### config.mk
export PLATFORM = sky130hd
export DESIGN_NAME = etf_queue
export DESIGN_NICKNAME = d
export VERILOG_FILES = /design/src/etf_pkg.sv /design/src/etf_queue.sv
export SDC_FILE = /design/constraint.sdc
export NUM_CORES = 1
export LEC_CHECK = 0
export BUFFER_PORTS_ARGS = -buffer_cell sky130_fd_sc_hd__buf_2
export CAP_MARGIN = 15
export CORE_MARGIN = 2
export CORE_UTILIZATION = 37
export CTS_BUF_LIST = sky130_fd_sc_hd__clkbuf_16
export DETAILED_ROUTE_END_ITERATION = 6
export GPL_ROUTABILITY_DRIVEN = 0
export HOLD_SLACK_MARGIN = 0.02
export PLACE_DENSITY = 0.69
export SLEW_MARGIN = 20
export SYNTH_ARGS = -nofsm -noshare
export SYNTH_HDL_FRONTEND = slang
export SYNTH_SLANG_ARGS = --single-unit
### constraint.sdc
create_clock -name clk -period 7.5 [get_ports clk]
set_input_delay 2.25 -clock clk [delete_from_list [all_inputs] [get_ports clk]]
set_output_delay 2.25 -clock clk [all_outputs]
set_load 0.01 [all_outputs]
### src/etf_pkg.sv
// Shared constants, types and register codes for the escape-time fractal block.
`default_nettype none

package etf_pkg;

  // Number formats
  localparam int FRAC_BITS   = 28;               // fraction bits of every value
  localparam int COORD_WIDTH = 32;               // pixel and constant width
  localparam int ZW          = COORD_WIDTH + 4;  // width of z (Q8.28 by default)
  localparam int ITER_W      = 12;               // iteration count width
  localparam int PROD_W      = 2 * ZW;           // exact product width

  // Split of a z operand into a low unsigned half and a high signed half
  localparam int LO_W   = ZW / 2;
  localparam int HI_W   = ZW - LO_W;
  localparam int PART_W = LO_W + 1;              // signed width of either half
  localparam int MUL_W  = ZW + PART_W;           // partial product width

  // Escape radius: |z|^2 > 4.0, which is 2^(2*FRAC_BITS+2) in product units
  localparam int ESC_POS = 2 * FRAC_BITS + 2;
  localparam logic [PROD_W:0] ESC_LIMIT = (PROD_W + 1)'(1) << ESC_POS;

  // Job queue between front and back
  localparam int QUEUE_DEPTH = 2;
  localparam int QPTR_W      = (QUEUE_DEPTH > 1) ? $clog2(QUEUE_DEPTH) : 1;

  // Configuration port
  localparam int CFG_IDX_W  = 2;
  localparam int CFG_DATA_W = COORD_WIDTH;
  localparam logic [CFG_IDX_W-1:0] REG_FRACTAL_MODE   = 2'd0;
  localparam logic [CFG_IDX_W-1:0] REG_JULIA_CONST_RE = 2'd1;
  localparam logic [CFG_IDX_W-1:0] REG_JULIA_CONST_IM = 2'd2;
  localparam logic [CFG_IDX_W-1:0] REG_MAX_ITERATIONS = 2'd3;

  localparam logic MODE_MANDELBROT = 1'b0;
  localparam logic MODE_JULIA      = 1'b1;

  localparam logic [ITER_W-1:0] MAX_ITER_RESET = 12'd256;

  // Configuration register bundle
  typedef struct packed {
    logic                          fractal_mode;
    logic signed [COORD_WIDTH-1:0] julia_const_re;
    logic signed [COORD_WIDTH-1:0] julia_const_im;
    logic [ITER_W-1:0]             max_iterations;
  } cfg_t;

  // One classified job: starting z and the c added each step
  typedef struct packed {
    logic signed [ZW-1:0]          z_re;
    logic signed [ZW-1:0]          z_im;
    logic signed [COORD_WIDTH-1:0] c_re;
    logic signed [COORD_WIDTH-1:0] c_im;
  } job_t;

  // One finished result
  typedef struct packed {
    logic [ITER_W-1:0] iter_count;
    logic              escaped;
  } result_t;

endpackage

`default_nettype wire

### src/etf_queue.sv
// Small job queue that decouples the front end from the iteration engine.
`default_nettype none

module etf_queue import etf_pkg::*; (
  input  wire logic clk,
  input  wire logic rst,
  input  wire logic push_valid,
  output logic      push_ready,
  input  wire job_t push_job,
  output logic      pop_valid,
  input  wire logic pop_ready,
  output job_t      pop_job
);

  job_t               entries [QUEUE_DEPTH];
  logic [QPTR_W-1:0]  wr_ptr;
  logic [QPTR_W-1:0]  rd_ptr;
  logic [QPTR_W:0]    fill;
  logic               do_push;
  logic               do_pop;

  assign push_ready = (fill != (QPTR_W + 1)'(QUEUE_DEPTH));
  assign pop_valid  = (fill != '0);
  assign pop_job    = entries[rd_ptr];
  assign do_push    = push_valid && push_ready;
  assign do_pop     = pop_valid && pop_ready;

  // Storage
  always_ff @(posedge clk) begin
    if (do_push) begin
      entries[wr_ptr] <= push_job;
    end
  end

  // Pointers and fill level
  always_ff @(posedge clk) begin
    if (rst) begin
      wr_ptr <= '0;
      rd_ptr <= '0;
      fill   <= '0;
    end else begin
      if (do_push) begin
        wr_ptr <= (wr_ptr == QPTR_W'(QUEUE_DEPTH - 1)) ? '0 : wr_ptr + QPTR_W'(1);
      end
      if (do_pop) begin
        rd_ptr <= (rd_ptr == QPTR_W'(QUEUE_DEPTH - 1)) ? '0 : rd_ptr + QPTR_W'(1);
      end
      if (do_push && !do_pop) begin
        fill <= fill + (QPTR_W + 1)'(1);
      end else if (do_pop && !do_push) begin
        fill <= fill - (QPTR_W + 1)'(1);
      end
    end
  end

  a_fill_bound: assert property (@(posedge clk) disable iff (rst)
    fill <= (QPTR_W + 1)'(QUEUE_DEPTH))
    else $error("queue fill level above depth");

endmodule

`default_nettype wire

==> results of run 1 <==
## metrics by stage
| step | area (um2) | utilization [%] | power [uW] |
|---|---|---|---|
| 2_1_floorplan | 10200 | - | 2710 |
| 3_3_place_gp | 11900 | 44.2 | 3050 |
| 3_5_place_dp | 11900 | 44.2 | 3070 |
| 4_1_cts | 12800 | 47.5 | 4400 |
| 5_1_grt | 12800 | 47.5 | 4530 |
| 6_report | 12800 | 47.5 | 4330 |
## layout by cell type (no fill, tap or decap), types with 3 or more instances in the layout
master     count
mux2_4        40
nor2_1         3
xor2_1         3
edfxtp_1     272
mux2_2        96
buf_2        277
clkinv_1       7
clkbuf_16     29
inv_1          4
dfxtp_1        4
clkinv_2      10
## worst min path at each step
stage          cells past startpoint  startpoint  endpoint
2_1_floorplan                      2     fill[1]   fill[1]
3_3_place_gp                       2      rd_ptr    rd_ptr
3_5_place_dp                       2      rd_ptr    rd_ptr
4_1_cts                            2      rd_ptr    rd_ptr
5_1_grt                            2      rd_ptr    rd_ptr
6_report                           2      rd_ptr    rd_ptr
## cell type report
type	instances	area, um2
antenna	2	5.00
clock inverter	24	159
sequential	277	8270
fill	2321	14200
timing repair buffer	280	1430
clock buffer	29	726
inverter	1	8.76
multi-input combinational	154	1810
tap	341	427
## cell families after synthesis
kind of cell | Yosys count | share of synthesized area (%)
AOI/OAI and AO/OA | 5 | 0.295
xor gates and xnor gates | 3 | 0.258
adders and majority gates | 1 | 0.123
buffers and inverters | 16 | 1.14
DFF | 277 | 81.2
muxes | 136 | 16.5
and+or+nand+nor | 9 | 0.492
## power breakdown
part / total [uW] / internal (uW) / switching (uW)
clock network: 1320 / 766 / 550
logic: 1020 / 490 / 532
registers: 1990 / 1940 / 54.1
total: 4330 / 3190 / 1140
## metal layers
layer / GRT usage [%] / share of wire [%] / vias up
li1: - / - / 2378
met1: 14.3 / 39 / 2500
met2: 21.6 / 49 / 191
met3: 4.81 / 9.4 / 38
met4: 3.94 / 2.2 / 4
met5: 0 / 0.11 / -
## worst register-to-register path, delay by kind of cell, from the launching register on
family | cells | cell delay (ns)
buffers and inverters | 2 | 1.46
and+or+nand+nor | 2 | 0.41
DFF | 1 | 0.40
## flip-flops by register name, indices dropped and copies added, names as in the netlist, named ones only
register,count
fill,2
rd_ptr,1
wr_ptr,1
entries,272
==> reports/qor.yml, run 1 <==
outcome:
  status: "completed"
synthesis:
  syn_area_mm2: 0.0102
  yosysTopAreaCell: "edfxtp_1"
  synth_edf_count: 272
  synthFlopType: "edfxtp_1"
  avgSynthCellArea_um2: 22.8
  yosys.area.top_type_share_pct: 80.2
  synth.distinct_cells: 19
  async_reset_ff_share_pct: 0
  synth_area_leaders: "edfxtp_1 80%, mux2_2 11%, mux2_4 5.9%, dfxtp_1 0.98%, buf_6 0.66%"
  yosysWarnings: 0
  syn_nets: 588
  synthesis.instances: 447
  ys_ff_latch: 277
  synth_common_cells: "272 x edfxtp_1, 96 x mux2_2, 40 x mux2_4"
  ys_seq_area_share_pct: 81.2
  yosysMostFrequentCell: "edfxtp_1"
worst_setup_path:
  cp_slowest_cell: "buf_12"
  crit_fanout: 121
  endpoint_kind: "primary output"
  path_class: "flop to primary output"
  arrival_ns: 2.33
  reg2reg_from: "fill[0]"
  r2r_end: "entries[0][126]"
  r2r_setup_slack_ns: 4.85
  worst-path-stages: 3
  cpLargestDelayFamily: "buffers and inverters"
  setup.worst_path.end: "pop_job[116]"
  critPathMaxStageDelay_ns: 0.57
  rr_worst_depth: 4
  critPathBufInv: 2
  worstPathCellList: "buf_12, mux2_2, buf_2"
  start_kind: "flop"
  required_ns: 5.25
clock_tree:
  cts_htree_levels: 1
  clock_latency_ns: 0.53
  holdBufCountCts: 0
  cts_buffers: 29
  cts_resized: 0
  ctsLongestPathBuffers: 3
  clock_sinks: 277
  cts_setup_buffers: 0
  clk_root_buffer_cell: "clkbuf_16"
  clk_pin_slew_worst_paths_ns: 0.06
  cts_tree: "done"
floorplan:
  die_w_um: 170
  die_area_mm2: 0.0289
  die_h_um: 170
  rows: 60
  initial_core_util_pct: 37.7
  io_pins: 278
  placeableCoreArea_mm2: 0.0270
sta:
  setup_tns_ns: 0
  setup_violations: 0
  holdWs_ns: 0.507
  period_minus_slack_ns: 4.58
  period_share_pct: 61.0
  rsz0062_at_grt: "no"
  relSlewSlack_pct: 33.3
  fin_skew_ns: 0.00546
  drv_slew: 0
  hold_violations: 0
  fmax_ghz: 0.218
  fin_ws_ns: 2.92
  worst_pin_slew_ns: 1.00
hold_path:
  hold_path_class: "flop to flop"
detailed_routing:
  first_pass_iters: 6
  drc: 0
  drt_iter0_markers: 233
  ant_nets: 0
  num_vias: 5111
  routedWlPerCell_um: 17.3
  drt_wl_total_um: 19200
  viasPerCell: 4.61
placement:
  preCtsSetupSlack_ns: 3.11
  numPortBuffers: 277
  dp.cells: 1053
  dpl.hpwl_um: 12000
final_layout:
  nNetsFinal: 884
  drive_above_1_share_pct: 60.5
  area_delta_synth_final_pct: 26.0
  fin_cells: 1108
power:
  p_per_area_mw_per_mm2: 337
  power_leakage_uw: 0.00484
  peakVddDrop_uv: 259
global_routing:
  grt_usage_pct: 12.5
  grt_pass1_wl_um: 27900
  grt_max_degree: 122
  grt_pass1_vias: 5243
  antenna_found_initial: 4
  grt_overflow: 0
run:
  maxCapViolCount: 0
No activity file was read; power rests on OpenSTA's default activity.
==> inputs of run 2 (changes only) <==
- ABC_AREA: not set -> 1
- PLACE_DENSITY: 0.69 -> 0.71
- clock period: 7.5 -> 4.14 ns (I/O delays scaled with it)
==> run 2 against run 1 <==
  * Synthesized cell count up 2.9%
  * Total power increased by 79%
  * First-iteration DRC count rose by 2.1%
  * Clock power rose by 77%
  * Combinational power increased by 69%
  * Critical endpoint is now pop_job[133]
==> reports/qor.yml, run 2 <==
outcome:
  status: "completed"
synthesis:
  avgSynthCellArea_um2: 22.2
  yosysTopAreaCell: "edfxtp_1"
  async_reset_ff_share_pct: 0
  synthesis.instances: 460
  synth_area_leaders: "edfxtp_1 80%, mux2_2 11%, mux2_4 5.9%, dfxtp_1 0.98%, buf_6 0.66%"
  synthFlopType: "edfxtp_1"
  synth_common_cells: "272 x edfxtp_1, 96 x mux2_2, 40 x mux2_4"
  syn_area_mm2: 0.0102
  ys_seq_area_share_pct: 81.0
  ys_ff_latch: 277
  yosysMostFrequentCell: "edfxtp_1"
  yosysWarnings: 0
  synth_edf_count: 272
  yosys.area.top_type_share_pct: 80.1
  synth.distinct_cells: 14
  syn_nets: 601
worst_setup_path:
  cp_slowest_cell: "dfxtp_4"
  arrival_ns: 2.18
  critPathMaxStageDelay_ns: 0.73
  start_kind: "flop"
  worst-path-stages: 3
  endpoint_kind: "primary output"
  worstPathCellList: "buf_12, mux2_2, buf_2"
  critPathBufInv: 2
  path_class: "flop to primary output"
  required_ns: 2.90
  rr_worst_depth: 5
  cpLargestDelayFamily: "flip-flops"
  crit_fanout: 41
clock_tree:
  clock_latency_ns: 0.53
  cts_buffers: 29
  clk_pin_slew_worst_paths_ns: 0.06
  cts_setup_buffers: 0
  cts_tree: "done"
  holdBufCountCts: 0
  clk_root_buffer_cell: "clkbuf_16"
  cts_htree_levels: 1
  cts_resized: 0
  ctsLongestPathBuffers: 3
  clock_sinks: 277
detailed_routing:
  num_vias: 5181
  drc: 0
  drt_iter0_markers: 238
  drt_wl_total_um: 18700
  viasPerCell: 4.62
  ant_nets: 0
  routedWlPerCell_um: 16.6
  first_pass_iters: 4
floorplan:
  die_h_um: 170
  rows: 60
  placeableCoreArea_mm2: 0.0270
  initial_core_util_pct: 37.7
  die_w_um: 170
  die_area_mm2: 0.0289
  io_pins: 278
final_layout:
  nNetsFinal: 901
  reg_top3: "entries: 272 flops, fill: 2 flops"
  final_area_mm2: 0.0129
  max_flop_register: "entries"
  drive_above_1_share_pct: 58.9
  area_delta_synth_final_pct: 26.6
  fillers: 2330
  utilization_pct: 47.8
  largest_register_ff_count: 272
  final_common_cell: "buf_2"
  layout_common_cells: "277 x buf_2, 272 x edfxtp_1, 96 x mux2_2"
sta:
  relSlewSlack_pct: 60.5
  fmax_ghz: 0.292
  period_share_pct: 82.8
  period_minus_slack_ns: 3.43
  fin_skew_ns: 0.0141
  setup_violations: 0
  hold_violations: 0
  rsz0062_at_grt: "no"
  drv_slew: 0
  worst_pin_slew_ns: 0.593
global_routing:
  grt_overflow: 0
  antenna_found_initial: 3
  grt_usage_pct: 12.3
  grt_pass1_wl_um: 27800
  grt_max_degree: 73
  grt_pass1_vias: 5264
placement:
  dpl.hpwl_um: 12500
  numPortBuffers: 277
  place_area_mm2: 0.0120
hold_path:
  hold_path_class: "flop to flop"
  hold_path_depth: 2
power:
  power_leakage_uw: 0.00491
  peakVddDrop_uv: 368
  power_uw: 7730
  p_per_area_mw_per_mm2: 598
run:
  maxCapViolCount: 0
-- run 2: changes by cell type after synthesis, sizes merged, moves of 2 or more --
| cell | delta |
|---|---|
| inv | +7 |
| nand2 | +9 |
| nand3 | +2 |
| nor2 | +4 |
| xor2 | -3 |
-- run 2: logic make-up after synthesis --
kind of cell             count (synthesis)  synth area share [%]
flip-flops                             277                  81.0
AND/OR/NAND/NOR                         19                 0.748
multiplexers                           136                  16.5
adder cells (fa/ha/maj)                  1                 0.123
buffers and inverters                   23                  1.40
AO/OA/AOI/OAI                            4                 0.196
-- run 2: worst reg2reg max path, delay by kind of cell (launching register included) --
kind          cells  cell delay, ns
simple gates      3            0.45
buf+inv           2            0.44
flops             1            0.33
-- run 2: final timing paths --
| check | startpoint | end | slack (ns) |
|---|---|---|---|
| max | flop | pop_job[133] | 0.71 |
| min | rd_ptr | rd_ptr | 0.50 |
| max reg2reg | fill[0] | entries[0][111] | 2.51 |
| min reg2reg | rd_ptr | rd_ptr | 0.50 |
-- run 2: area by class of cell --
type                            count  area, um2  share of cell area (%)
Inverter                            8       30.0                   0.232
Timing Repair Buffer              284       1510                    11.7
Antenna cell                        1       2.50                  0.0194
Multi-Input combinational cell    160       1810                    14.0
Clock buffer                       29        726                    5.62
Clock inverter                     21        141                    1.09
Sequential cell                   277       8270                    64.0
Tap cell                          341        427                    3.30
-- run 2: report_power, final --
part           switching (uW)  internal, uW
sequential                127          3540
combinational             893           823
clock                     961          1380
-- run 2: routing by layer --
metal,track usage (%),vias up,wire [um]
met5,0,-,27
met1,14.3,2525,7240
met4,4.16,4,538
met2,21.0,197,9240
li1,-,2416,-
met3,4.56,39,1620
-- run 2: metrics by stage --
step / cells / setup slack (ns) / hold slack [ns] / setup TNS, ns
after floorplan: 460 / -1.19 / 0.465 / -324.49
after global placement: 1070 / 1.25 / 0.472 / 0
after detailed placement: 1070 / 1.24 / 0.487 / 0
after CTS: 1120 / 0.653 / 0.500 / 0
after global routing: 1121 / 0.577 / 0.527 / 0
final: 1121 / 0.714 / 0.496 / 0
