File: src/etf_pkg.sv
// Shared constants, types and register codes for the escape-time fractal block.
`default_nettype none

package etf_pkg;

  // Number formats
  localparam int FRAC_BITS   = 28;               // fraction bits of every value
  localparam int COORD_WIDTH = 32;               // pixel and constant width
  localparam int ZW          = COORD_WIDTH + 4;  // width of z (Q8.28 by default)
  localparam int ITER_W      = 12;               // iteration count width
  localparam int PROD_W      = 2 * ZW;           // exact product width

  // Split of a z operand into a low unsigned half and a high signed half
  localparam int LO_W   = ZW / 2;
  localparam int HI_W   = ZW - LO_W;
  localparam int PART_W = LO_W + 1;              // signed width of either half
  localparam int MUL_W  = ZW + PART_W;           // partial product width

  // Escape radius: |z|^2 > 4.0, which is 2^(2*FRAC_BITS+2) in product units
  localparam int ESC_POS = 2 * FRAC_BITS + 2;
  localparam logic [PROD_W:0] ESC_LIMIT = (PROD_W + 1)'(1) << ESC_POS;

  // Job queue between front and back
  localparam int QUEUE_DEPTH = 2;
  localparam int QPTR_W      = (QUEUE_DEPTH > 1) ? $clog2(QUEUE_DEPTH) : 1;

  // Configuration port
  localparam int CFG_IDX_W  = 2;
  localparam int CFG_DATA_W = COORD_WIDTH;
  localparam logic [CFG_IDX_W-1:0] REG_FRACTAL_MODE   = 2'd0;
  localparam logic [CFG_IDX_W-1:0] REG_JULIA_CONST_RE = 2'd1;
  localparam logic [CFG_IDX_W-1:0] REG_JULIA_CONST_IM = 2'd2;
  localparam logic [CFG_IDX_W-1:0] REG_MAX_ITERATIONS = 2'd3;

  localparam logic MODE_MANDELBROT = 1'b0;
  localparam logic MODE_JULIA      = 1'b1;

  localparam logic [ITER_W-1:0] MAX_ITER_RESET = 12'd256;

  // Configuration register bundle
  typedef struct packed {
    logic                          fractal_mode;
    logic signed [COORD_WIDTH-1:0] julia_const_re;
    logic signed [COORD_WIDTH-1:0] julia_const_im;
    logic [ITER_W-1:0]             max_iterations;
  } cfg_t;

  // One classified job: starting z and the c added each step
  typedef struct packed {
    logic signed [ZW-1:0]          z_re;
    logic signed [ZW-1:0]          z_im;
    logic signed [COORD_WIDTH-1:0] c_re;
    logic signed [COORD_WIDTH-1:0] c_im;
  } job_t;

  // One finished result
  typedef struct packed {
    logic [ITER_W-1:0] iter_count;
    logic              escaped;
  } result_t;

endpackage

`default_nettype wire

File: src/etf_front.sv
// Front end: takes pixels and turns them into jobs by fractal mode.
`default_nettype none

module etf_front import etf_pkg::*; (
  input  wire logic                          clk,
  input  wire logic                          rst,
  input  wire cfg_t                          cfg,
  input  wire logic                          in_valid,
  output logic                               in_ready,
  input  wire logic signed [COORD_WIDTH-1:0] pixel_re,
  input  wire logic signed [COORD_WIDTH-1:0] pixel_im,
  output logic                               job_valid,
  input  wire logic                          job_ready,
  output job_t                               job
);

  logic job_next_valid;
  job_t job_next;

  // Stage frees up when empty or when its job moves into the queue
  assign in_ready = !job_valid || job_ready;

  // Mandelbrot starts at z = 0 with c = pixel, Julia starts at the pixel
  always_comb begin
    job_next = '0;
    unique case (cfg.fractal_mode)
      MODE_JULIA: begin
        job_next.z_re = ZW'(pixel_re);
        job_next.z_im = ZW'(pixel_im);
        job_next.c_re = cfg.julia_const_re;
        job_next.c_im = cfg.julia_const_im;
      end
      default: begin
        job_next.z_re = '0;
        job_next.z_im = '0;
        job_next.c_re = pixel_re;
        job_next.c_im = pixel_im;
      end
    endcase
  end

  assign job_next_valid = in_valid && in_ready;

  // Job register
  always_ff @(posedge clk) begin
    if (rst) begin
      job_valid <= 1'b0;
    end else begin
      if (job_next_valid) begin
        job_valid <= 1'b1;
        job       <= job_next;
      end else if (job_ready) begin
        job_valid <= 1'b0;
      end
    end
  end

endmodule

`default_nettype wire

File: config.mk
export PLATFORM = sky130hd
export DESIGN_NAME = etf_front
export DESIGN_NICKNAME = d
export VERILOG_FILES = /design/src/etf_pkg.sv /design/src/etf_front.sv
export SDC_FILE = /design/constraint.sdc
export NUM_CORES = 1
export LEC_CHECK = 0
export BUFFER_PORTS_ARGS = -buffer_cell sky130_fd_sc_hd__buf_2
export CORE_MARGIN = 2
export CORE_UTILIZATION = 35
export CTS_CLUSTER_SIZE = 24
export DETAILED_ROUTE_END_ITERATION = 10
export GPL_TIMING_DRIVEN = 0
export PLACE_DENSITY = 0.67
export SETUP_SLACK_MARGIN = 0.5
export SLEW_MARGIN = 0
export SYNTH_ARGS = -nofsm -noshare
export SYNTH_HDL_FRONTEND = slang
export SYNTH_SLANG_ARGS = --single-unit
File: constraint.sdc
create_clock -name clk -period 9.75 [get_ports clk]
set_clock_uncertainty 0.05 [all_clocks]
set_input_delay 0 -clock clk [delete_from_list [all_inputs] [get_ports clk]]
set_output_delay 0 -clock clk [all_outputs]
set_load 0.01 [all_outputs]
==> impl_results.md, run 1 <==
* Die boundary height at 128 um
* Total clock buffers created by CTS at 17
* Post-CTS setup buffers at 0
* Post-synthesis area per instance at 19.0 sq um
* Yosys warning count at 0
* Flop and latch count out of synthesis at 129
* Step where the flow halted: clock tree synthesis
* Run status: did not finish
* Site row count at 45
* Number of top-level pins at 283
* Clock root buffer master: sky130_fd_sc_hd__clkbuf_16
* PortBufs at 269
* Count of distinct cell types in the synthesized netlist at 13
* Level count of the clock H-tree at 4
* Clk sinks at 129
* Synth Cell Area at 5390 sq um
* Synthesized Nets at 428
* Routability Congestion at 0.797
* Initial Utilization at 0.356
* Sequential cell area fraction in the yosys report at 0.717
* First error: [ERROR RSZ-0060] Max buffer count reached.
* Detailed placer's ending HPWL at 9530 um
* Die Width at 128 um
* Clock buffer depth at 2
* Post-Synthesis Cells at 283
* Number of resized instances in the post-cts repair step at 0
* Count of hold buffers inserted by post-cts repair at 156
-- cell families after synthesis --
family / share of synthesized area
buffers and inverters: 0.0321
flip-flops: 0.717
multiplexers: 0.173
AND/OR/NAND/NOR: 0.0769
AO/OA/AOI/OAI: 0.000928
-- Yosys cell counts, drive strengths merged --
| master | count | area (sq um) |
|---|---|---|
| edfxtp | 128 | 3840 |
| and2 | 64 | 400 |
| mux2 | 64 | 931 |
| buf | 18 | 154 |
| clkbuf | 4 | 15.0 |
| a21oi | 1 | 5.00 |
| dfxtp | 1 | 20.0 |
| inv | 1 | 3.75 |
| nand2b | 1 | 6.26 |
| nor3b | 1 | 7.51 |
-- metrics by stage --
stage / setup slack [ns] / cells / hold slack [ns] / instance area, sq um / utilization
after floorplan: 3.70 / 283 / 0.0191 / 5390 / -
after global placement: 1.93 / 740 / 0.135 / 6970 / 0.460
after detailed placement: 7.64 / 746 / 0.163 / 7080 / 0.468
==> run 2, diff against run 1 <==
Settings changed: CORE_UTILIZATION 35 to 20, CTS_CLUSTER_SIZE 24 to default, PLACE_DENSITY 0.67 to default, PLACE_DENSITY_LB_ADDON from default to 0.15, SETUP_SLACK_MARGIN 0.5 to default.
Clock period 9.75 ns to 12.7 ns, I/O delays scaled along.
==> impl_results.md, run 2 <==
* Rel. slew slack at 0.461
* Number of vias after detailed routing at 4154
* Critical path type: reg -> reg
* Crit path capture type: flip-flop
* Switching Fraction at 0.215
* # nets final at 901
* Synth Cell Area at 5390 sq um
* Number of fill cells in the layout at 2639
* Placed instance area at 7300 sq um
* Flip-flop count of the largest register after layout at 128
* Cell total after placement at 904
* Worst hold-check path type: in -> reg
* Number of top-level pins at 283
* Fraction of final layout cells with drive strength greater than 1 at 0.511
* End-of-flow core utilization at 0.362
* Arrival @ worst endpoint at 2.47 ns
* Max-cap violations at 0
* Clock latency at the later pin of the worst-skew pair at 0.40 ns
* First-iteration detailed-routing DRC count at 178
* Count of TritonRoute iterations in the first routing pass at 4
* Simple-gate share of the synthesized area at 0.0769
* Drt total wl at 15600 um
* Setup crit start kind: flip-flop
* Power per cell area at 124 nW/um^2
* Xor-xnor portion of the synthesized cell area at 0
* Routability Congestion at 0.694
* Pre-CTS worst setup slack at 10.26 ns
* Biggest regs: job x128, job_valid x1
* Site row count at 60
* Number of flops mapped to enable cells by yosys at 128
* Sum of overflow across all layers after global routing at 0
* Register containing the most flip-flops in the final layout: job
* Clock buffer depth at 2
* Worst reg-to-reg path cell count at 7
* Post-synthesis area per instance at 19.0 sq um
* Cell types with the largest area share after synthesis: sky130_fd_sc_hd__edfxtp_1 (71%), sky130_fd_sc_hd__mux2_4 (16%), sky130_fd_sc_hd__and2_1 (7.4%), sky130_fd_sc_hd__mux2_2 (1.7%), sky130_fd_sc_hd__buf_6 (1.5%)
* Post-CTS setup buffers at 0
* Overall power consumption at 1.20 mW
* Critical R2R Launch: job_valid
* Yosys warning count at 0
* Vias in the first global route at 4652
* Final worst-path setup slack at 10.29 ns
* Sequential cell area fraction in the yosys report at 0.717
* Global-route wire length before repair at 24300 um
* Net Switching at 0.258 mW
* Total die area at 28300 sq um
* Avg Vias per Cell at 3.75
* Number of nets with antenna violations after detailed routing at 0
* Most used cells in the layout excluding fill and tap cells: sky130_fd_sc_hd__buf_2 (272), sky130_fd_sc_hd__dlygate4sd3_1 (174), sky130_fd_sc_hd__edfxtp_1 (128)
* Worst EP required at 12.76 ns
* Dominant combinational cell family by area after synthesis: multiplexers
* Core Footprint at 26700 sq um
* Start point of the critical path: job_valid
* Post-route clock period utilization at 0.190
* Area share of the largest cell type after synthesis at 0.714
* Detailed placer's ending HPWL at 10900 um
* Highest clock frequency the design can meet at 0.415 GHz
* Total clock buffers created by CTS at 17
* Internal power at 0.943 mW
* CP endpoint: job[8]
* Dominant cell type by area after synthesis: sky130_fd_sc_hd__edfxtp_1
* Post-Synthesis Cells at 283
* Count of endpoints failing setup in the final report at 0
* Run status: finished, final reports clean
* Level count of the clock H-tree at 4
* Sequential share of power at 0.415
* Largest driver fanout on the critical path at 13
* Leading cell type in the layout, fill and taps excluded: sky130_fd_sc_hd__buf_2
* Clock root buffer master: sky130_fd_sc_hd__clkbuf_16
* GR Util All Layers at 0.112
* WL/cell at 14.1 um
* Synth-to-layout area growth at 79.6%
* Number of antenna violations at the first check in global routing at 0
* Hold Violations, Final at 0
* Endpoint of the worst register-to-register path: job[8]
* Die boundary height at 168 um
* Leakage power total at 4.14 nW
* Clk sinks at 129
* Top post-synthesis cells by count: sky130_fd_sc_hd__edfxtp_1 (128), sky130_fd_sc_hd__and2_1 (64), sky130_fd_sc_hd__mux2_4 (56)
* Minimum clock period at 2.41 ns
* Die Width at 168 um
* RSZ-0062 raised after global routing: false
* Async S/R FF share, synth at 0
* Final Max Tran Viols at 0
* Synthesized Nets at 428
* Fin area at 9670 sq um
* Most frequent cell after synthesis: sky130_fd_sc_hd__edfxtp_1
* Worst-path clk slew at 0.06 ns
* TritonCTS clock tree: done
* Initial Utilization at 0.202
* Maximum vdd drop at 0.0506 mV
* Clock share of power at 0.448
* DRC violation count after routing at 0
* Count of distinct cell types in the synthesized netlist at 13
* Diodes inserted at 0
* Flop and latch count out of synthesis at 129
* Area fraction in compound gates after synthesis at 0.000929
* Hold Worst Slack at 0.116 ns
* Combinational fraction of design power at 0.137
* Pin count of the biggest net entering global routing at 17
* Minimum setup slack among reg-to-reg paths at 10.29 ns
* Post-synthesis adder-cell area fraction at 0
* Worst-Margin Slew at 0.805 ns
* Number of non-filler instances in the completed layout at 1108
* Post-synthesis mux area share at 0.173
* Setup TNS after final layout at 0 ns
* Main synth FF type: sky130_fd_sc_hd__edfxtp_1
* PortBufs at 269
-- run 2: cell counts after synthesis --
Identical to the previous run, type by type.
-- run 2: layout make-up --
type / instances / area [sq um] / share of cell area
Sequential cell: 129 / 3860 / 0.399
Timing Repair Buffer: 454 / 3220 / 0.333
Multi-Input combinational cell: 131 / 1360 / 0.140
Tap cell: 341 / 427 / 0.0441
Clock buffer: 17 / 425 / 0.0440
Clock inverter: 13 / 211 / 0.0219
Buffer: 22 / 169 / 0.0175
Inverter: 1 / 3.75 / 0.000388
-- run 2: kinds of logic (layout without fill, tap and decap cells) --
logic type | count (synthesis) | after routing
AOI/OAI and AO/OA | 1 | 1
and+or+nand+nor | 66 | 66
muxes | 64 | 64
DFF | 129 | 129
buffers and inverters | 23 | 507
-- run 2: worst max-delay path, stage by stage, from the launching register on --
cell and delay [ns]:
sky130_fd_sc_hd__dfxtp_1 0.31, sky130_fd_sc_hd__nand2b_1 0.09, sky130_fd_sc_hd__nor3b_2 0.67, sky130_fd_sc_hd__buf_6 0.26
sky130_fd_sc_hd__buf_6 0.19, sky130_fd_sc_hd__buf_8 0.17, sky130_fd_sc_hd__buf_8 0.16, sky130_fd_sc_hd__buf_6 0.19
-- run 2: worst min-delay path by stage --
stage | cells after the start | from | slack [ns] | endpoint
5_1_grt | 2 | cfg[76] | 0.13 | job[1]
3_5_place_dp | 2 | rst | 0.14 | job_valid
3_3_place_gp | 2 | rst | 0.13 | job_valid
2_1_floorplan | 1 | rst | 0.02 | job_valid
4_1_cts | 3 | cfg[76] | 0.11 | job[125]
6_report | 2 | cfg[76] | 0.12 | job[1]
-- run 2: timing repair --
item	in CTS	in global routing
resized for setup	0	0
hold buffers	174	0
setup endpoints to repair	0	0
endpoints found under the hold margin	136	0
-- run 2: per-layer routing --
metal	GRT usage	share of wire
met2	0.199	0.51
met4	0.0379	0.012
met5	0	0
met3	0.0386	0.070
met1	0.125	0.41
-- run 2: power by group through the flow --
stage	Sequential [mW]	Combinational (mW)	Clock, mW
2_1_floorplan	0.525	0.0487	0
3_3_place_gp	0.517	0.113	0
3_5_place_dp	0.508	0.120	0
4_1_cts	0.499	0.166	0.557
5_1_grt	0.501	0.179	0.573
6_report	0.499	0.164	0.538
(Power assumes the default switching activity.)
==> run 3, diff against run 2 <==
Clock period 12.7 ns to 1.9 ns, I/O delays scaled along.
==> impl_results.md, run 3 (synthesized netlist as in run 2, its figures left out) <==
* WL/cell at 14.1 um
* Critical path type: reg -> reg
* Maximum vdd drop at 0.349 mV
* Leakage power total at 4.13 nW
* Number of top-level pins at 283
* RSZ-0062 raised after global routing: false
* Drt total wl at 15600 um
* Crit path capture type: flip-flop
* Routability Congestion at 0.709
* Global-route wire length before repair at 23400 um
* DRC violation count after routing at 0
* Die boundary height at 168 um
* Number of resized instances in the post-cts repair step at 0
* Cell total after placement at 900
* Biggest regs: job x128, job_valid x1
* # nets final at 899
* Synth-to-layout area growth at 79.0%
* Setup TNS after final layout at 0 ns
* Register containing the most flip-flops in the final layout: job
* GR Util All Layers at 0.109
* Highest clock frequency the design can meet at 0.599 GHz
* Worst-path clk slew at 0.06 ns
* Clock latency at the later pin of the worst-skew pair at 0.41 ns
* Pin count of the biggest net entering global routing at 21
* Post-route clock period utilization at 0.879
* Leading cell type in the layout, fill and taps excluded: sky130_fd_sc_hd__buf_2
* Total clock buffers created by CTS at 17
* Clock root buffer master: sky130_fd_sc_hd__clkbuf_16
* Number of antenna violations at the first check in global routing at 0
* Number of fill cells in the layout at 2640
* Number of nets with antenna violations after detailed routing at 0
* Core Footprint at 26700 sq um
* Number of non-filler instances in the completed layout at 1108
* Initial Utilization at 0.202
* Worst hold-check path type: in -> reg
* Diodes inserted at 0
* Rel. slew slack at 0.648
* Worst-Margin Slew at 0.527 ns
* Minimum clock period at 1.67 ns
* Largest driver fanout on the critical path at 19
* Power per cell area at 801 nW/um^2
* Setup crit start kind: flip-flop
* Clk sinks at 129
* Total die area at 28300 sq um
* Max-cap violations at 0
* Run status: finished, final reports clean
* Sum of overflow across all layers after global routing at 0
* Clock buffer depth at 2
* Number of vias after detailed routing at 4110
* First-iteration detailed-routing DRC count at 148
* Arrival @ worst endpoint at 1.73 ns
* Flip-flop count of the largest register after layout at 128
* Level count of the clock H-tree at 4
* Final Max Tran Viols at 0
* Avg Vias per Cell at 3.71
* Worst EP required at 1.96 ns
* PortBufs at 269
* Site row count at 60
* Vias in the first global route at 4410
* Hold Violations, Final at 0
* Most used cells in the layout excluding fill and tap cells: sky130_fd_sc_hd__buf_2 (272), sky130_fd_sc_hd__dlygate4sd3_1 (171), sky130_fd_sc_hd__edfxtp_1 (128)
* Hold Worst Slack at 0.103 ns
* Fraction of final layout cells with drive strength greater than 1 at 0.519
* TritonCTS clock tree: done
* Die Width at 168 um
* Count of TritonRoute iterations in the first routing pass at 4
* Count of endpoints failing setup in the final report at 0
* Detailed placer's ending HPWL at 10700 um
-- run 3: cell count changes in the layout (fill, tap and decap cells not counted), moves of 2 or more --
cell,change
sky130_fd_sc_hd__buf_4,+5
sky130_fd_sc_hd__buf_16,+2
sky130_fd_sc_hd__buf_8,+3
sky130_fd_sc_hd__bufinv_16,-3
sky130_fd_sc_hd__buf_6,-9
sky130_fd_sc_hd__dlygate4sd3_1,-3
sky130_fd_sc_hd__inv_6,+2
sky130_fd_sc_hd__clkinv_2,+3
-- run 3: critical path: stages, from the launching register on --
cell and delay, ns:
sky130_fd_sc_hd__dfxtp_2 0.33, sky130_fd_sc_hd__nand2b_4 0.07, sky130_fd_sc_hd__nor3b_4 0.18, sky130_fd_sc_hd__buf_4 0.18, sky130_fd_sc_hd__buf_8 0.15, sky130_fd_sc_hd__buf_8 0.20, sky130_fd_sc_hd__buf_16 0.18
-- run 3: timing repair --
action	CTS	global route
hold endpoints to repair	132	0
endpoints found under the setup margin	54	0
setup buffers	5	0
hold buffers	171	0
-- run 3: final timing paths --
check | slack, ns | endpoint | depth (start not counted) | start
max | 0.23 | job[119] | 6 | job_valid
min | 0.10 | job[9] | 4 | in_valid
max reg2reg | 0.23 | job[119] | 6 | job_valid
min reg2reg | 0.81 | job[9] | 3 | job_valid
-- run 3: where the power goes --
part	internal, mW	switching, mW	leakage [nW]
logic	0.687	0.416	2.64
clock network	1.95	1.34	0.280
registers	3.30	0.0346	1.21
-- run 3: cell type report --
cell class | instances | area [sq um] | area share
Tap cell | 341 | 427 | 0.0442
Multi-Input combinational cell | 131 | 1370 | 0.142
Sequential cell | 129 | 3860 | 0.401
Clock buffer | 17 | 425 | 0.0441
Buffer | 22 | 169 | 0.0175
Clock inverter | 15 | 159 | 0.0165
Timing Repair Buffer | 452 | 3230 | 0.335
Inverter | 1 | 3.75 | 0.000389
-- run 3: metal layers --
metal  track usage  vias up  part of all wire
met5             0        -                 0
met4        0.0390        0             0.012
met3        0.0395       13             0.078
met2         0.189      166              0.50
met1         0.122     1944              0.41
li1              -     1987                 -
-- run 3: per-stage QoR --
stage / setup WS, ns / total power, mW / utilization / cell area [sq um]
global route: 0.155 / 8.08 / 0.361 / 9640
global placement: -3.82 / 4.17 / 0.269 / 7180
finish: 0.229 / 7.73 / 0.361 / 9640
detailed placement: -0.278 / 4.20 / 0.274 / 7310
CTS: 0.224 / 7.87 / 0.361 / 9640
floorplan: -2.28 / 3.81 / - / 5410
==> run 4, diff against run 3 <==
--- a/config.mk
+++ b/config.mk
@@ -7,4 +7,5 @@
 export LEC_CHECK = 0
 export BUFFER_PORTS_ARGS = -buffer_cell sky130_fd_sc_hd__buf_2
+export CORE_ASPECT_RATIO = 0.5
 export CORE_MARGIN = 2
 export CORE_UTILIZATION = 20
==> constraint.sdc (replaced) <==
create_clock -name clk -period 1.9 [get_ports clk]
set_clock_uncertainty 0.05 [all_clocks]
set_input_delay 0.095 -clock clk [delete_from_list [all_inputs] [get_ports clk]]
set_output_delay 0.095 -clock clk [all_outputs]
set_load 0.01 [all_outputs]
==> impl_results.md, run 4 (synthesized netlist as in run 2, its figures left out) <==
* Run status: finished, final reports clean
* First-iteration detailed-routing DRC count at 234
* End-of-flow core utilization at 0.366
* Biggest regs: job x128, job_valid x1
* Number of nets with antenna violations after detailed routing at 0
* CP endpoint: job[34]
* Power per cell area at 779 nW/um^2
* Final Max Tran Viols at 0
* Die boundary height at 120 um
* Hold Violations, Final at 0
* Maximum vdd drop at 0.616 mV
* Core Footprint at 26400 sq um
* Total clock buffers created by CTS at 17
* GR Util All Layers at 0.121
* Site row count at 42
* Endpoint of the worst register-to-register path: job[34]
* Number of fill cells in the layout at 2616
* Setup crit start kind: flip-flop
* Hold Worst Slack at 0.166 ns
* Clock root buffer master: sky130_fd_sc_hd__clkbuf_16
* Minimum clock period at 1.75 ns
* PortBufs at 269
* Diodes inserted at 0
* WL/cell at 15.0 um
* Critical path type: reg -> reg
* Detailed placer's ending HPWL at 12200 um
* Series of cell instances along the critical path: nand2b_4 > nor3b_4 > buf_4 > buf_4 > buf_8 > buf_8
* Post-route clock period utilization at 0.922
* Peak per-stage delay on the critical path at 0.33 ns
* Die Width at 236 um
* Max-cap violations at 0
* Count of TritonRoute iterations in the first routing pass at 4
* Routability Congestion at 0.719
* Minimum setup slack among reg-to-reg paths at 0.15 ns
* Clock latency at the later pin of the worst-skew pair at 0.42 ns
* Crit path capture type: flip-flop
* Largest driver fanout on the critical path at 18
* Number of vias after detailed routing at 4207
* Number of top-level pins at 283
* Worst-Margin Slew at 0.553 ns
* Pin count of the biggest net entering global routing at 32
* Arrival @ worst endpoint at 1.83 ns
* Vias in the first global route at 4597
* Drt total wl at 16900 um
* Worst-path clk slew at 0.05 ns
* # nets final at 905
* Level count of the clock H-tree at 4
* Clock buffer depth at 2
* Total die area at 28300 sq um
* Start point of the critical path: job_valid
* Leakage power total at 4.13 nW
* DRC violation count after routing at 0
* Final worst-path setup slack at 0.149 ns
* Rel. slew slack at 0.631
* Global-route wire length before repair at 25200 um
* Count of endpoints failing setup in the final report at 0
* Most used cells in the layout excluding fill and tap cells: sky130_fd_sc_hd__buf_2 (272), sky130_fd_sc_hd__dlygate4sd3_1 (180), sky130_fd_sc_hd__edfxtp_1 (128)
* Crit path max-delay cell type: sky130_fd_sc_hd__dfxtp_2
* Flip-flop count of the largest register after layout at 128
* Highest clock frequency the design can meet at 0.571 GHz
* Leading cell type in the layout, fill and taps excluded: sky130_fd_sc_hd__buf_2
* Avg Vias per Cell at 3.75
* Register containing the most flip-flops in the final layout: job
* RSZ-0062 raised after global routing: false
* Worst reg-to-reg path cell count at 6
* Pre-CTS worst setup slack at -0.498 ns
* Clk sinks at 129
* Worst hold-check path type: in -> reg
* TritonCTS clock tree: done
* Number of antenna violations at the first check in global routing at 0
* Synth-to-layout area growth at 79.5%
* Critical R2R Launch: job_valid
* Initial Utilization at 0.204
* Worst EP required at 1.97 ns
* Sum of overflow across all layers after global routing at 0
* Fraction of final layout cells with drive strength greater than 1 at 0.498
[run 4: what timing repair did]
action                     in CTS  in global routing
setup endpoints to repair      43                 21
hold buffers                  180                  0
gates resized for setup         1                  0
pin swaps                       0                  0
setup buffers                   3                  0
hold endpoints to repair      129                  0
[run 4: power breakdown]
group / switching [mW] / internal (mW) / total [mW]
sequential: 0.0319 / 3.30 / 3.33
clock: 1.19 / 1.88 / 3.07
combinational: 0.430 / 0.701 / 1.13
total: 1.65 / 5.89 / 7.53
[run 4: how the worst min path moves through the flow]
stage / from / to / slack (ns) / cells after the start
floorplan: rst / job_valid / 0.11 / 1
global placement: rst / job_valid / 0.25 / 2
detailed placement: rst / job_valid / 0.27 / 2
CTS: cfg[76] / job[2] / 0.13 / 2
global route: cfg[76] / job[2] / 0.15 / 2
finish: cfg[76] / job[2] / 0.17 / 2
[run 4: layout make-up]
class                           instances  area (sq um)  share of cell area
Sequential cell                       129          3860               0.400
Timing Repair Buffer                  458          3290               0.340
Multi-Input combinational cell        131          1370               0.142
Tap cell                              352           440              0.0455
Clock buffer                           20           437              0.0452
Buffer                                 22           169              0.0175
Clock inverter                         10          95.1             0.00983
Inverter                                1          3.75            0.000388
[run 4: layer usage]
layer	vias up	track usage	wire length [um]
li1	1991	-	-
met1	2102	0.122	6260
met5	-	0	0
met4	0	0.0669	592
met3	33	0.0320	501
met2	81	0.228	9530
[run 4: worst max-delay path, delay by kind of cell (launching register included)]
kind                   cells  cell delay (ns)
buffers and inverters      4             0.71
flip-flops                 1             0.33
AND/OR/NAND/NOR            2             0.35
[run 4: through the flow]
stage / cells / total power, mW / setup TNS, ns / instance area (sq um)
CTS: 1124 / 7.67 / 0 / 9680
global route: 1123 / 7.85 / 0 / 9670
detailed placement: 912 / 4.21 / -13.76 / 7340
global placement: 904 / 4.19 / -517.83 / 7190
finish: 1123 / 7.53 / 0 / 9670
floorplan: 283 / 3.81 / -292.38 / 5410
